[src/design/proof_language_lexer_defines.svh]
// Assertion macros shared by the lexer modules.
`ifndef PROOF_LANGUAGE_LEXER_DEFINES_SVH
`define PROOF_LANGUAGE_LEXER_DEFINES_SVH

`ifndef SYNTH
`define PLX_ASSERT_ALWAYS(label, clk, rst, cond) \
  label: assert property (@(posedge clk) disable iff (rst) (cond)) \
    else $error("lexer assertion failed");
`define PLX_ASSERT_IMPLIES(label, clk, rst, ante, cons) \
  label: assert property (@(posedge clk) disable iff (rst) (ante) |-> (cons)) \
    else $error("lexer assertion failed");
`define PLX_ASSERT_NEXT(label, clk, rst, ante, cons) \
  label: assert property (@(posedge clk) disable iff (rst) (ante) |=> (cons)) \
    else $error("lexer assertion failed");
`else
`define PLX_ASSERT_ALWAYS(label, clk, rst, cond)
`define PLX_ASSERT_IMPLIES(label, clk, rst, ante, cons)
`define PLX_ASSERT_NEXT(label, clk, rst, ante, cons)
`endif

`endif

[src/design/plx_pkg.sv]
package plx_pkg;

  localparam int LINE_BITS   = 16;
  localparam int COL_BITS    = 12;
  localparam int KIND_BITS   = 6;
  localparam int CHAR_BITS   = 8;
  localparam int PREFIX_CHARS = 5;
  localparam int PREFIX_BITS = PREFIX_CHARS * CHAR_BITS;
  localparam int FIFO_DEPTH  = 4;
  localparam int PTR_BITS    = $clog2(FIFO_DEPTH);
  localparam int CNT_BITS    = $clog2(FIFO_DEPTH + 1);
  localparam int S_DATA_W    = CHAR_BITS;
  localparam int S_USER_W    = 2;
  localparam int M_DATA_W    = ((LINE_BITS + 2 * COL_BITS + 7) / 8) * 8;
  localparam int M_USER_W    = KIND_BITS + 1;

  localparam logic [COL_BITS-1:0] COL_MAX = '1;

  typedef enum logic [1:0] {
    CMD_CHAR,
    CMD_EOL,
    CMD_RESTART,
    CMD_IGNORE
  } cmd_t;

  typedef enum logic [3:0] {
    P_NONE, P_SLASH, P_COLON, P_LT, P_LT_MINUS, P_LT_EQ,
    P_MINUS, P_EQ, P_IDENT, P_NUMBER, P_STAR
  } pend_t;

  typedef enum logic [KIND_BITS-1:0] {
    K_NEWLINE, K_NUMBER, K_CHAR, K_STRING, K_LBRACKET, K_RBRACKET, K_COMMA,
    K_COLON, K_SEMICOLON, K_BACKSLASH, K_PERIOD, K_LPAREN, K_RPAREN,
    K_LBRACE, K_RBRACE, K_DOLLAR, K_QUESTION, K_PERCENT, K_ASTERISK, K_AT,
    K_HASH, K_UNDERSCORE, K_HYPHEN, K_VBAR, K_LARROW, K_RARROW, K_LRARROW,
    K_LDARROW, K_RDARROW, K_LRDARROW, K_DEFBY, K_DEF2, K_EDEF2, K_END
  } kind_t;

  localparam logic [CHAR_BITS-1:0] CH_TAB        = 8'h09;
  localparam logic [CHAR_BITS-1:0] CH_SPACE      = " ";
  localparam logic [CHAR_BITS-1:0] CH_SLASH      = "/";
  localparam logic [CHAR_BITS-1:0] CH_STAR       = "*";
  localparam logic [CHAR_BITS-1:0] CH_COLON      = ":";
  localparam logic [CHAR_BITS-1:0] CH_LT         = "<";
  localparam logic [CHAR_BITS-1:0] CH_EQ         = "=";
  localparam logic [CHAR_BITS-1:0] CH_GT         = ">";
  localparam logic [CHAR_BITS-1:0] CH_MINUS      = "-";
  localparam logic [CHAR_BITS-1:0] CH_UNDERSCORE = "_";

  localparam logic [PREFIX_BITS-1:0] ID_END   = 40'h00_0045_4E44;
  localparam logic [PREFIX_BITS-1:0] ID_DEF2  = 40'h00_6465_6632;
  localparam logic [PREFIX_BITS-1:0] ID_EDEF2 = 40'h65_6465_6632;
  localparam logic [COL_BITS-1:0] LEN_END   = COL_BITS'(3);
  localparam logic [COL_BITS-1:0] LEN_DEF2  = COL_BITS'(4);
  localparam logic [COL_BITS-1:0] LEN_EDEF2 = COL_BITS'(5);
  localparam logic [COL_BITS-1:0] LEN_PREFIX = COL_BITS'(PREFIX_CHARS);

  typedef struct packed {
    kind_t                kind;
    logic [LINE_BITS-1:0] line;
    logic [COL_BITS-1:0]  col;
    logic [COL_BITS-1:0]  len;
    logic                 err;
    logic                 last;
  } res_t;

  // Results of one item: up to two, first one in 'first'.
  typedef struct packed {
    res_t       first;
    res_t       second;
    logic [1:0] count;
  } core_out_t;

  typedef struct packed {
    logic  hit;
    kind_t kind;
  } sym_t;

  function automatic logic is_letter(input logic [CHAR_BITS-1:0] c);
    return (c >= "a" && c <= "z") || (c >= "A" && c <= "Z");
  endfunction

  function automatic logic is_digit(input logic [CHAR_BITS-1:0] c);
    return c >= "0" && c <= "9";
  endfunction

  function automatic logic [COL_BITS-1:0] sat_inc(input logic [COL_BITS-1:0] v);
    return (v == COL_MAX) ? v : v + COL_BITS'(1);
  endfunction

  function automatic sym_t symbol_lookup(input logic [CHAR_BITS-1:0] c);
    sym_t s;
    s.hit  = 1'b1;
    s.kind = K_NEWLINE;
    unique case (c)
      "(":     s.kind = K_LPAREN;
      ")":     s.kind = K_RPAREN;
      "[":     s.kind = K_LBRACKET;
      "]":     s.kind = K_RBRACKET;
      "{":     s.kind = K_LBRACE;
      "}":     s.kind = K_RBRACE;
      "$":     s.kind = K_DOLLAR;
      "?":     s.kind = K_QUESTION;
      "@":     s.kind = K_AT;
      "*":     s.kind = K_ASTERISK;
      ":":     s.kind = K_COLON;
      ".":     s.kind = K_PERIOD;
      ",":     s.kind = K_COMMA;
      "\\":    s.kind = K_BACKSLASH;
      ";":     s.kind = K_SEMICOLON;
      "#":     s.kind = K_HASH;
      "%":     s.kind = K_PERCENT;
      "|":     s.kind = K_VBAR;
      "_":     s.kind = K_UNDERSCORE;
      "-":     s.kind = K_HYPHEN;
      default: s.hit  = 1'b0;
    endcase
    return s;
  endfunction

  function automatic kind_t ident_kind(input logic [COL_BITS-1:0]    len,
                                       input logic [PREFIX_BITS-1:0] prefix);
    kind_t k;
    if (len == LEN_END && prefix == ID_END) k = K_END;
    else if (len == LEN_EDEF2 && prefix == ID_EDEF2) k = K_EDEF2;
    else if (len == LEN_DEF2 && prefix == ID_DEF2) k = K_DEF2;
    else if (len > COL_BITS'(1)) k = K_STRING;
    else k = K_CHAR;
    return k;
  endfunction

  function automatic res_t mk_res(input kind_t                kind,
                                  input logic [LINE_BITS-1:0] line,
                                  input logic [COL_BITS-1:0]  col,
                                  input logic [COL_BITS-1:0]  len,
                                  input logic                 err);
    res_t r;
    r.kind = kind;
    r.line = line;
    r.col  = col;
    r.len  = len;
    r.err  = err;
    r.last = 1'b0;
    return r;
  endfunction

endpackage

[src/design/proof_language_lexer.sv]
// Channel  Direction  Payload
// s_*      in         tuser: cmd[1:0]; tdata: char_code[7:0]
// m_*      out        tuser: token_kind, error; tdata: line_index, column, length; tlast
//
// An item is taken into an input register, lexed from there when the result
// queue has room and its results written to that four-entry queue, which
// drives the m side. An item with one or no result is taken every cycle while
// the queue has room; an item with two results fills two entries, and the
// queue drains one result per cycle while m_tready is high.
// rst is synchronous; a restart command clears the lexer state with no result.
// Stalls on m_tready hold the queue; with three or more results queued the lexer waits
// and s_tready drops once the input register holds an item.
module proof_language_lexer import plx_pkg::*; (
  input  logic                clk,
  input  logic                rst,
  input  logic                s_tvalid,
  output logic                s_tready,
  input  logic [S_DATA_W-1:0] s_tdata,   // char_code
  input  logic [S_USER_W-1:0] s_tuser,   // cmd
  output logic                m_tvalid,
  input  logic                m_tready,
  output logic [M_DATA_W-1:0] m_tdata,   // line_index, column, length
  output logic [M_USER_W-1:0] m_tuser,   // token_kind, error
  output logic                m_tlast
);

  logic                 in_valid;
  cmd_t                 in_cmd;
  logic [CHAR_BITS-1:0] in_char;
  logic                 space;
  logic                 fire;
  core_out_t            core_res;
  res_t                 head;

  assign fire     = in_valid && space;
  assign s_tready = !in_valid || space;

  always_ff @(posedge clk) begin
    if (rst) begin
      in_valid <= 1'b0;
    end else if (s_tready) begin
      in_valid <= s_tvalid;
    end
  end

  always_ff @(posedge clk) begin
    if (s_tvalid && s_tready) begin
      in_cmd  <= cmd_t'(s_tuser);
      in_char <= s_tdata;
    end
  end

  plx_core u_core (
    .clk       (clk),
    .rst       (rst),
    .en        (fire),
    .cmd       (in_cmd),
    .char_code (in_char),
    .result    (core_res)
  );

  plx_fifo u_fifo (
    .clk       (clk),
    .rst       (rst),
    .push      (core_res),
    .space     (space),
    .out_valid (m_tvalid),
    .out_ready (m_tready),
    .out_data  (head)
  );

  assign m_tdata = M_DATA_W'({head.len, head.col, head.line});
  assign m_tuser = {head.err, head.kind};
  assign m_tlast = head.last;

endmodule

[src/design/plx_core.sv]
`include "proof_language_lexer_defines.svh"

module plx_core import plx_pkg::*; (
  input  logic                 clk,
  input  logic                 rst,
  input  logic                 en,
  input  cmd_t                 cmd,
  input  logic [CHAR_BITS-1:0] char_code,
  output core_out_t            result
);

  pend_t                  pending, pending_next;
  logic                   block_comment, block_comment_next;
  logic                   line_comment, line_comment_next;
  logic                   halted, halted_next;
  logic [LINE_BITS-1:0]   line_counter, line_counter_next;
  logic [COL_BITS-1:0]    column_counter, column_counter_next;
  logic [COL_BITS-1:0]    token_start, token_start_next;
  logic [COL_BITS-1:0]    token_length, token_length_next;
  logic [PREFIX_BITS-1:0] ident_prefix, ident_prefix_next;

  logic  consumed;
  logic  rv, sv;
  res_t  r, s;
  sym_t  sym;
  logic  ident_char;

  assign sym        = symbol_lookup(char_code);
  assign ident_char = is_letter(char_code) || is_digit(char_code) ||
                      char_code == CH_UNDERSCORE;

  always_comb begin
    pending_next        = pending;
    block_comment_next  = block_comment;
    line_comment_next   = line_comment;
    halted_next         = halted;
    line_counter_next   = line_counter;
    column_counter_next = column_counter;
    token_start_next    = token_start;
    token_length_next   = token_length;
    ident_prefix_next   = ident_prefix;
    consumed            = 1'b0;
    rv                  = 1'b0;
    sv                  = 1'b0;
    r = mk_res(K_NEWLINE, line_counter, token_start, COL_BITS'(1), 1'b1);
    s = mk_res(K_NEWLINE, line_counter, column_counter, COL_BITS'(1), 1'b1);

    if (en) begin
      unique case (cmd)
        CMD_RESTART: begin
          pending_next        = P_NONE;
          block_comment_next  = 1'b0;
          line_comment_next   = 1'b0;
          halted_next         = 1'b0;
          line_counter_next   = '0;
          column_counter_next = '0;
          token_start_next    = '0;
          token_length_next   = '0;
          ident_prefix_next   = '0;
        end
        CMD_IGNORE: begin
        end
        CMD_CHAR: begin
          if (!halted) begin
            column_counter_next = sat_inc(column_counter);
            if (block_comment) begin
              if (pending == P_STAR && char_code == CH_SLASH) begin
                block_comment_next = 1'b0;
                pending_next       = P_NONE;
              end else begin
                pending_next = (char_code == CH_STAR) ? P_STAR : P_NONE;
              end
            end else if (!line_comment) begin
              // Settle the held token against this character.
              consumed     = 1'b1;
              pending_next = P_NONE;
              unique case (pending)
                P_SLASH: begin
                  if (char_code == CH_SLASH) begin
                    line_comment_next = 1'b1;
                  end else if (char_code == CH_STAR) begin
                    block_comment_next = 1'b1;
                    pending_next       = P_STAR;
                  end else begin
                    rv          = 1'b1;
                    halted_next = 1'b1;
                  end
                end
                P_COLON: begin
                  rv = 1'b1;
                  if (char_code == CH_EQ) begin
                    r = mk_res(K_DEFBY, line_counter, token_start, COL_BITS'(2), 1'b0);
                  end else begin
                    r = mk_res(K_COLON, line_counter, token_start, COL_BITS'(1), 1'b0);
                    consumed = 1'b0;
                  end
                end
                P_LT: begin
                  if (char_code == CH_MINUS) begin
                    pending_next = P_LT_MINUS;
                  end else if (char_code == CH_EQ) begin
                    pending_next = P_LT_EQ;
                  end else begin
                    rv          = 1'b1;
                    halted_next = 1'b1;
                  end
                end
                P_LT_MINUS: begin
                  rv = 1'b1;
                  if (char_code == CH_GT) begin
                    r = mk_res(K_LRARROW, line_counter, token_start, COL_BITS'(3), 1'b0);
                  end else begin
                    r = mk_res(K_LARROW, line_counter, token_start, COL_BITS'(2), 1'b0);
                    consumed = 1'b0;
                  end
                end
                P_LT_EQ: begin
                  rv = 1'b1;
                  if (char_code == CH_GT) begin
                    r = mk_res(K_LRDARROW, line_counter, token_start, COL_BITS'(3), 1'b0);
                  end else begin
                    r = mk_res(K_LDARROW, line_counter, token_start, COL_BITS'(2), 1'b0);
                    consumed = 1'b0;
                  end
                end
                P_MINUS: begin
                  rv = 1'b1;
                  if (char_code == CH_GT) begin
                    r = mk_res(K_RARROW, line_counter, token_start, COL_BITS'(2), 1'b0);
                  end else begin
                    r = mk_res(K_HYPHEN, line_counter, token_start, COL_BITS'(1), 1'b0);
                    consumed = 1'b0;
                  end
                end
                P_EQ: begin
                  rv = 1'b1;
                  if (char_code == CH_GT) begin
                    r = mk_res(K_RDARROW, line_counter, token_start, COL_BITS'(2), 1'b0);
                  end else begin
                    halted_next = 1'b1;
                  end
                end
                P_IDENT: begin
                  if (ident_char) begin
                    if (token_length < LEN_PREFIX) begin
                      ident_prefix_next = {ident_prefix[PREFIX_BITS-CHAR_BITS-1:0], char_code};
                    end
                    token_length_next = sat_inc(token_length);
                    pending_next      = P_IDENT;
                  end else begin
                    rv = 1'b1;
                    r  = mk_res(ident_kind(token_length, ident_prefix), line_counter,
                                token_start, token_length, 1'b0);
                    consumed = 1'b0;
                  end
                end
                P_NUMBER: begin
                  if (is_digit(char_code)) begin
                    token_length_next = sat_inc(token_length);
                    pending_next      = P_NUMBER;
                  end else begin
                    rv = 1'b1;
                    r  = mk_res(K_NUMBER, line_counter, token_start, token_length, 1'b0);
                    consumed = 1'b0;
                  end
                end
                default: consumed = 1'b0;
              endcase

              // Start a fresh token with this character.
              if (!consumed) begin
                token_start_next = column_counter;
                priority if (char_code == CH_SLASH) begin
                  pending_next = P_SLASH;
                end else if (char_code == CH_COLON) begin
                  pending_next = P_COLON;
                end else if (char_code == CH_LT) begin
                  pending_next = P_LT;
                end else if (char_code == CH_MINUS) begin
                  pending_next = P_MINUS;
                end else if (char_code == CH_EQ) begin
                  pending_next = P_EQ;
                end else if (is_letter(char_code)) begin
                  pending_next      = P_IDENT;
                  token_length_next = COL_BITS'(1);
                  ident_prefix_next = PREFIX_BITS'(char_code);
                end else if (is_digit(char_code)) begin
                  pending_next      = P_NUMBER;
                  token_length_next = COL_BITS'(1);
                end else if (char_code == CH_SPACE || char_code == CH_TAB) begin
                  pending_next = P_NONE;
                end else if (sym.hit) begin
                  sv = 1'b1;
                  s  = mk_res(sym.kind, line_counter, column_counter, COL_BITS'(1), 1'b0);
                end else begin
                  sv          = 1'b1;
                  halted_next = 1'b1;
                end
              end
            end
          end
        end
        CMD_EOL: begin
          if (!halted) begin
            if (!block_comment &&
                (pending == P_SLASH || pending == P_LT || pending == P_EQ)) begin
              // Incomplete operator at end of line: error, nothing else moves.
              rv           = 1'b1;
              halted_next  = 1'b1;
              pending_next = P_NONE;
            end else begin
              if (!block_comment) begin
                unique case (pending)
                  P_COLON: begin
                    rv = 1'b1;
                    r  = mk_res(K_COLON, line_counter, token_start, COL_BITS'(1), 1'b0);
                  end
                  P_LT_MINUS: begin
                    rv = 1'b1;
                    r  = mk_res(K_LARROW, line_counter, token_start, COL_BITS'(2), 1'b0);
                  end
                  P_LT_EQ: begin
                    rv = 1'b1;
                    r  = mk_res(K_LDARROW, line_counter, token_start, COL_BITS'(2), 1'b0);
                  end
                  P_MINUS: begin
                    rv = 1'b1;
                    r  = mk_res(K_HYPHEN, line_counter, token_start, COL_BITS'(1), 1'b0);
                  end
                  P_IDENT: begin
                    rv = 1'b1;
                    r  = mk_res(ident_kind(token_length, ident_prefix), line_counter,
                                token_start, token_length, 1'b0);
                  end
                  P_NUMBER: begin
                    rv = 1'b1;
                    r  = mk_res(K_NUMBER, line_counter, token_start, token_length, 1'b0);
                  end
                  default: rv = 1'b0;
                endcase
              end
              pending_next        = P_NONE;
              line_comment_next   = 1'b0;
              sv                  = 1'b1;
              s = mk_res(K_NEWLINE, line_counter, column_counter, '0, 1'b0);
              line_counter_next   = line_counter + LINE_BITS'(1);
              column_counter_next = '0;
            end
          end
        end
        default: begin
        end
      endcase
    end

    result.first       = rv ? r : s;
    result.first.last  = !(rv && sv);
    result.second      = s;
    result.second.last = 1'b1;
    result.count       = {1'b0, rv} + {1'b0, sv};
  end

  always_ff @(posedge clk) begin
    if (rst) begin
      pending        <= P_NONE;
      block_comment  <= 1'b0;
      line_comment   <= 1'b0;
      halted         <= 1'b0;
      line_counter   <= '0;
      column_counter <= '0;
      token_start    <= '0;
      token_length   <= '0;
      ident_prefix   <= '0;
    end else begin
      pending        <= pending_next;
      block_comment  <= block_comment_next;
      line_comment   <= line_comment_next;
      halted         <= halted_next;
      line_counter   <= line_counter_next;
      column_counter <= column_counter_next;
      token_start    <= token_start_next;
      token_length   <= token_length_next;
      ident_prefix   <= ident_prefix_next;
    end
  end

  `PLX_ASSERT_IMPLIES(a_halt_quiet, clk, rst, en && halted && cmd != CMD_RESTART, result.count == 2'd0)
  `PLX_ASSERT_NEXT(a_error_halts, clk, rst, en && ((rv && r.err) || (sv && s.err)), halted)
  `PLX_ASSERT_IMPLIES(a_block_pending, clk, rst, block_comment, pending == P_NONE || pending == P_STAR)
  `PLX_ASSERT_IMPLIES(a_star_in_block, clk, rst, pending == P_STAR, block_comment)

endmodule

[src/design/plx_fifo.sv]
`include "proof_language_lexer_defines.svh"

module plx_fifo import plx_pkg::*; (
  input  logic       clk,
  input  logic       rst,
  input  core_out_t  push,
  output logic       space,
  output logic       out_valid,
  input  logic       out_ready,
  output res_t       out_data
);

  res_t                mem [FIFO_DEPTH];
  logic [PTR_BITS-1:0] wr_ptr;
  logic [PTR_BITS-1:0] rd_ptr;
  logic [CNT_BITS-1:0] count;
  logic                pop;

  assign out_valid = count != '0;
  assign out_data  = mem[rd_ptr];
  assign pop       = out_valid && out_ready;
  // Room for the two results an item may cause.
  assign space     = count <= CNT_BITS'(FIFO_DEPTH - 2);

  always_ff @(posedge clk) begin
    if (rst) begin
      wr_ptr <= '0;
      rd_ptr <= '0;
      count  <= '0;
    end else begin
      wr_ptr <= wr_ptr + PTR_BITS'(push.count);
      rd_ptr <= rd_ptr + PTR_BITS'(pop);
      count  <= count + CNT_BITS'(push.count) - CNT_BITS'(pop);
    end
  end

  always_ff @(posedge clk) begin
    if (push.count != 2'd0) begin
      mem[wr_ptr] <= push.first;
    end
    if (push.count == 2'd2) begin
      mem[wr_ptr + PTR_BITS'(1)] <= push.second;
    end
  end

  `PLX_ASSERT_ALWAYS(a_count_bound, clk, rst, count <= CNT_BITS'(FIFO_DEPTH))
  `PLX_ASSERT_IMPLIES(a_no_overflow, clk, rst, push.count != 2'd0, count <= CNT_BITS'(FIFO_DEPTH - 2))

endmodule

[config.mk]
export PLATFORM = sky130hd
export DESIGN_NAME = proof_language_lexer
export DESIGN_NICKNAME = d
export VERILOG_FILES = /design/src/design/plx_pkg.sv /design/src/design/proof_language_lexer.sv /design/src/design/plx_core.sv /design/src/design/plx_fifo.sv
export VERILOG_INCLUDE_DIRS = /design/src /design/src/design
export SDC_FILE = /design/constraint.sdc
export NUM_CORES = 1
export LEC_CHECK = 0
export ABC_CLOCK_PERIOD_IN_PS = 6300
export BUFFER_PORTS_ARGS = -buffer_cell sky130_fd_sc_hd__buf_2
export CELL_PAD_IN_SITES_DETAIL_PLACEMENT = 2
export CELL_PAD_IN_SITES_GLOBAL_PLACEMENT = 2
export CORE_UTILIZATION = 42
export DETAILED_ROUTE_END_ITERATION = 6
export PLACE_DENSITY_LB_ADDON = 0.1
export SYNTH_ARGS = -nofsm -noshare
export SYNTH_HDL_FRONTEND = slang
export SYNTH_SLANG_ARGS = --single-unit
[constraint.sdc]
create_clock -name clk -period 6.3 [get_ports clk]
set_input_delay 0.315 -clock clk [delete_from_list [all_inputs] [get_ports clk]]
set_output_delay 0.315 -clock clk [all_outputs]
set_load 0.005 [all_outputs]
* Yosys cells after proc, flatten, opt, wreduce, memory -nomap -nowiden *
Memory sizes are Yosys's and may differ from the RTL's. A register that Yosys moved wholly into a read port is not among the register bits.
Index checks and enable logic that the tools add are counted.

word-level totals
  register bits = 117
  RAM bits = 192
  output and inout port bits = 50
  word-level logic and storage cells = 317
  memories kept = 1

cells by class
  add/sub/neg operators = 9
  magnitude comparators = 9
  equal/unequal tests = 55
  multiplexer cells = 187
  reduce and logical (&&, ||, !) cells = 41

memory list
  memory      words  bits a word  rd ports  clocked after memory_dff  write ports  line            text
  u_fifo.mem  4      48           1         1                         2            plx_fifo.sv:13  res_t mem [FIFO_DEPTH];

operators by type and width
  cell                                                   number
  2-to-1 mux 48 bit                                      20
  2-to-1 mux 40 bit                                      13
  case mux 48 bit (7 select lines)                       1
  case mux 48 bit (6 select lines)                       1
  2-to-1 mux 12 bit                                      22
  2-to-1 mux 47 bit                                      5
  case mux 48 bit (2 select lines)                       2
  equality test 8 x 6 -> 1 bit, second input constant    17
  case mux 5 bit (18 select lines)                       1
  case mux 40 bit (2 select lines)                       1
  2-to-1 mux 4 bit                                       19
  2-to-1 mux 1 bit                                       74
  case mux 12 bit (2 select lines)                       3
  equality test 8 x 7 -> 1 bit, second input constant    8
  2-to-1 mux 46 bit                                      1
  2-to-1 mux 45 bit                                      1
  2-to-1 mux 44 bit                                      1
  2-to-1 mux 43 bit                                      1
  equality test 40 x 23 -> 1 bit, second input constant  1
  equality test 40 x 31 -> 1 bit, second input constant  1
  equality test 40 x 39 -> 1 bit, second input constant  1
  case mux 12 bit (3 select lines)                       1
  2-to-1 mux 16 bit                                      2
  case mux 16 bit (2 select lines)                       1
  50 further kinds                                       103

* Logic depth before layout (Yosys ltp) *
  depth after elaboration = 22
  gate-level depth with buffers = 18
  mapped depth without buffers = 14

* Cells and area by module *
A second synthesis with hierarchy kept.

second synthesis, totals
  cell total of the unflattened synthesis = 1300
  area total of the unflattened synthesis = 16333.2 um2

modules (own cells, without submodules)
  module                times used  cells each  area each (um2)  sequential area each (um2)
  plx_fifo              1           509         9661.8           5905.7
  plx_core              1           775         6308.6           1981.9
  proof_language_lexer  1           16          362.8            320.3

* Worst setup path before layout *
Ideal clock, no wire load.

  path type = register -> register
  start = register in_char[2]
  end = memory u_fifo.mem[1][14] in the netlist's numbering, enable pin
  library setup time = 0.410 ns
  data arrival time = 4.038 ns
  required time = 5.890 ns
  path slack = 1.853 ns
  cell stages (with the launch flop) = 16
  clock period less this slack = 4.447 ns
  cells stage by stage = edfxtp_1 -> clkbuf_1 -> or3_1 -> o221ai_2 -> nand2b_1 -> and4b_1 -> and2_1 -> clkbuf_1 -> a22o_1 -> and2_1 -> ha_1 -> nand2_1 -> o21ai_1 -> nand2b_1 -> inv_1 -> clkbuf_1

RTL lines
  item                      line                        text
  start: declaration        proof_language_lexer.sv:29  logic [CHAR_BITS-1:0] in_char;
  start signal: assignment  proof_language_lexer.sv:49  in_char <= s_tdata;
  end: declaration          plx_fifo.sv:13

==> results_dict.tcl <==
set metrics [dict create \
    fin_cells 1840 \
    total_power_uw 5100 \
    hp-class "in -> reg" \
    setup_viol_count_final 0 \
    numCtsBuffers 37 \
    io_buffers 63 \
    crit_fanout 51 \
    crit_type "reg -> reg" \
    htreeDepth 2 \
    max_slew_margin_pct 18.7 \
    synth_nets 1342 \
    vias_per_cell 6.21 \
    first_pass_iters 5 \
    whs_path_depth 4 \
    synthToLayoutAreaGrowth_pct 13.9 \
    whs_endpoint "u_fifo.rd_ptr[0]$_SDFF_PP0_" \
    fin_crit_sh_pct 85.3 \
    required_ns 6.70 \
    drive_gt1_share_pct 17.1 \
    yosysMostFrequentCell "dfxtp_1" \
    wire_per_inst_um 26.6 \
    leakagePower_uw 0.00584 \
    clock_skew_ns 0.0264 \
    hpwl_mm 33.1 \
    postRouteAntennaNets 0 \
    hold_start "m_tready" \
    cpMaxStageDelayCell "inv_2" \
    ios 64 \
    clkTransAtPathRegs_ns 0.06 \
    drv_cap 0 \
    postSynthCellCount 1314 \
    ys_top_cells_by_area "edfxtp_1 31%, dfxtp_1 22%, a22o_1 7.4%" \
    place_area_um2 15400 \
    nets 1386 \
    reg2reg_depth 14 \
    globalRouteTotalUtil_pct 27.6 \
    fin_crit_ns 5.37 \
    diodes 0 \
    rr_endpoint "u_fifo.mem[1][29]$_DFFE_PP_" \
    grt_pass1_wl_mm 76.2 \
    synth_top_cell_area_share_pct 30.5 \
    cts_root_buf "clkbuf_16" \
    grt_max_degree 53 \
    wl_mm 49.0 \
    first_global_vias 12306 \
    nFillCells 3501 \
    async_reset_ff_share_pct 0 \
    core-area_um2 34500 \
    antenna_found_initial 0 \
    rrSetupSlack_ns 0.93 \
    setup_tns_ns 0 \
    gp_congestion 0.881 \
    synthFlopType "dfxtp_1" \
    ys_types 89 \
    max_freq_mhz 186 \
    worst_pin_slew_ns 1.20 \
    r2r_start "in_char[0]$_DFFE_PP_" \
    preCtsSetupSlack_ns 1.05 \
    overflow 0 \
    hold_violations 0 \
    endpoint_kind "flop" \
    drc 0 \
    synth.avg_cell_area_um2 11.2 \
    fp.dieW_um 189 \
    clkLatencyLatePin_ns 0.55 \
    synth_edf_count 150 \
    worstPathArrival_ns 5.77 \
    synthTopCellsByCount "159 x dfxtp_1, 150 x edfxtp_1, 125 x a22o_1, 92 x nand2_1, 89 x nor2_1" \
    status "completed" \
    drv_slew 0 \
    p_per_area_nw_per_um2 304 \
    clock_sinks 309 \
    dr.first_iter.drc_count 606 \
    rsz0062_at_grt "false" \
    dieArea_um2 35900 \
    cts_tree "yes" \
    critPathMostFrequentCell "and2_1" \
    fp.dieH_um 189 \
    fin_ws_ns 0.929 \
    dpl.cell_count 1763 \
    clockBufferDepth 3 \
    final_area_um2 16800 \
    initial_utilization_pct 42.7 \
    ir_drop_v 0.000190 \
    netlist_area_um2 14700 \
    synth_top_area_cell "edfxtp_1" \
    ys_seq_area_share_pct 52.1 \
    path_cells "and4b_1, a32o_1, a21oi_1, and4b_1, and2_1, a22o_1, and2_1, ha_1, nand2_1, o21ai_1, buf_4, nand2b_1, inv_2, and2_1" \
    rows 68 \
    synth_seq_cells 309 \
    cts_resized 0 \
    dr_total_vias 11428 \
    critPathLaunchType "flop" \
    max_stage_delay_ns 0.96 \
    ys_warn_count 0 \
]
metal layers:
metal	track usage, %	vias to the layer above	wire length, um
met5	0	-	0
met3	3.23	77	1680
met2	47.6	259	24700
met1	36.4	5961	21500
met4	7.88	0	1150
li1	-	5131	-
logic make-up after synthesis:
group	synth area share [%]
fa+ha+maj	1.24
buf+inv	3.39
mux	7.47
xor+xnor	1.90
simple gates	16.1
compound gates	17.8
flops	52.1
cell type report:
cell class	count	area, um^2	area share (%)
sequential	309	7690	45.8
multi-input combinational	883	6570	39.1
clock buffer	49	1030	6.14
timing repair buffer	101	628	3.74
tap	455	569	3.39
clock inverter	17	214	1.27
inverter	26	97.6	0.581
how the worst max path moves through the flow:
stage,start,end,depth (start not counted)
after global routing,in_char[1]$_DFFE_PP_,u_fifo.mem[1][26]$_DFFE_PP_,14
after floorplan,in_char[2]$_DFFE_PP_,u_fifo.mem[1][14]$_DFFE_PP_,15
final,in_char[0]$_DFFE_PP_,u_fifo.mem[1][29]$_DFFE_PP_,14
after global placement,in_char[0]$_DFFE_PP_,u_fifo.mem[1][27]$_DFFE_PP_,13
after CTS,in_char[0]$_DFFE_PP_,u_fifo.mem[1][41]$_DFFE_PP_,14
after detailed placement,in_char[0]$_DFFE_PP_,u_fifo.mem[1][41]$_DFFE_PP_,14
registers in the layout, indices dropped and copies added (netlist names):
name and cells:
in_char 8, in_cmd 2, in_valid 1, u_core.block_comment 1, u_core.column_counter 12, u_core.halted 1, u_core.ident_prefix 40, u_core.line_comment 1
u_core.line_counter 16, u_core.pending 4, u_core.token_length 12, u_core.token_start 12, u_fifo.count 3, u_fifo.mem 192, u_fifo.rd_ptr 2, u_fifo.wr_ptr 2
where the power goes:
group / internal, uW / leakage [uW] / switching (uW)
registers: 2140 / 0.00265 / 79.7
clock network: 1330 / 0.000613 / 885
logic: 312 / 0.00258 / 361
total: 3780 / 0.00584 / 1330
through the flow:
step | hold slack (ns) | utilization (%)
floorplan | 0.414 | -
global placement | 0.434 | 44.7
detailed placement | 0.460 | 44.7
CTS | 0.303 | 48.6
global route | 0.375 | 48.6
finish | 0.312 | 48.6
cell usage in the layout (no fill, tap or decap), types with 16 or more instances in the layout:
| master | n |
|---|---|
| dfxtp_1 | 157 |
| edfxtp_1 | 150 |
| a22o_1 | 125 |
| nand2_1 | 92 |
| nor2_1 | 88 |
| buf_2 | 63 |
| mux4_2 | 48 |
| and2_1 | 46 |
| a21oi_1 | 41 |
| o21ai_0 | 40 |
| clkbuf_16 | 38 |
| and3_1 | 28 |
| nand3_1 | 28 |
| buf_4 | 27 |
| nor3_1 | 26 |
| nor2b_1 | 26 |
| o22ai_1 | 25 |
| inv_1 | 23 |
| xor2_1 | 17 |
| a22oi_1 | 16 |
critical path: cells and delay by family (launching register included):
family	cells	cell delay, ns
AO/OA/AOI/OAI	4	0.86
adder cells (fa/ha/maj)	1	0.35
buffers and inverters	2	1.21
flip-flops	1	0.84
AND/OR/NAND/NOR	7	1.92
repair_timing:
| action | CTS | global route |
|---|---|---|
| setup buffers | 0 | 0 |
| hold buffers | 11 | 0 |
| endpoints found under the hold margin | 11 | 0 |
No activity file was read; power rests on OpenSTA's default activity.
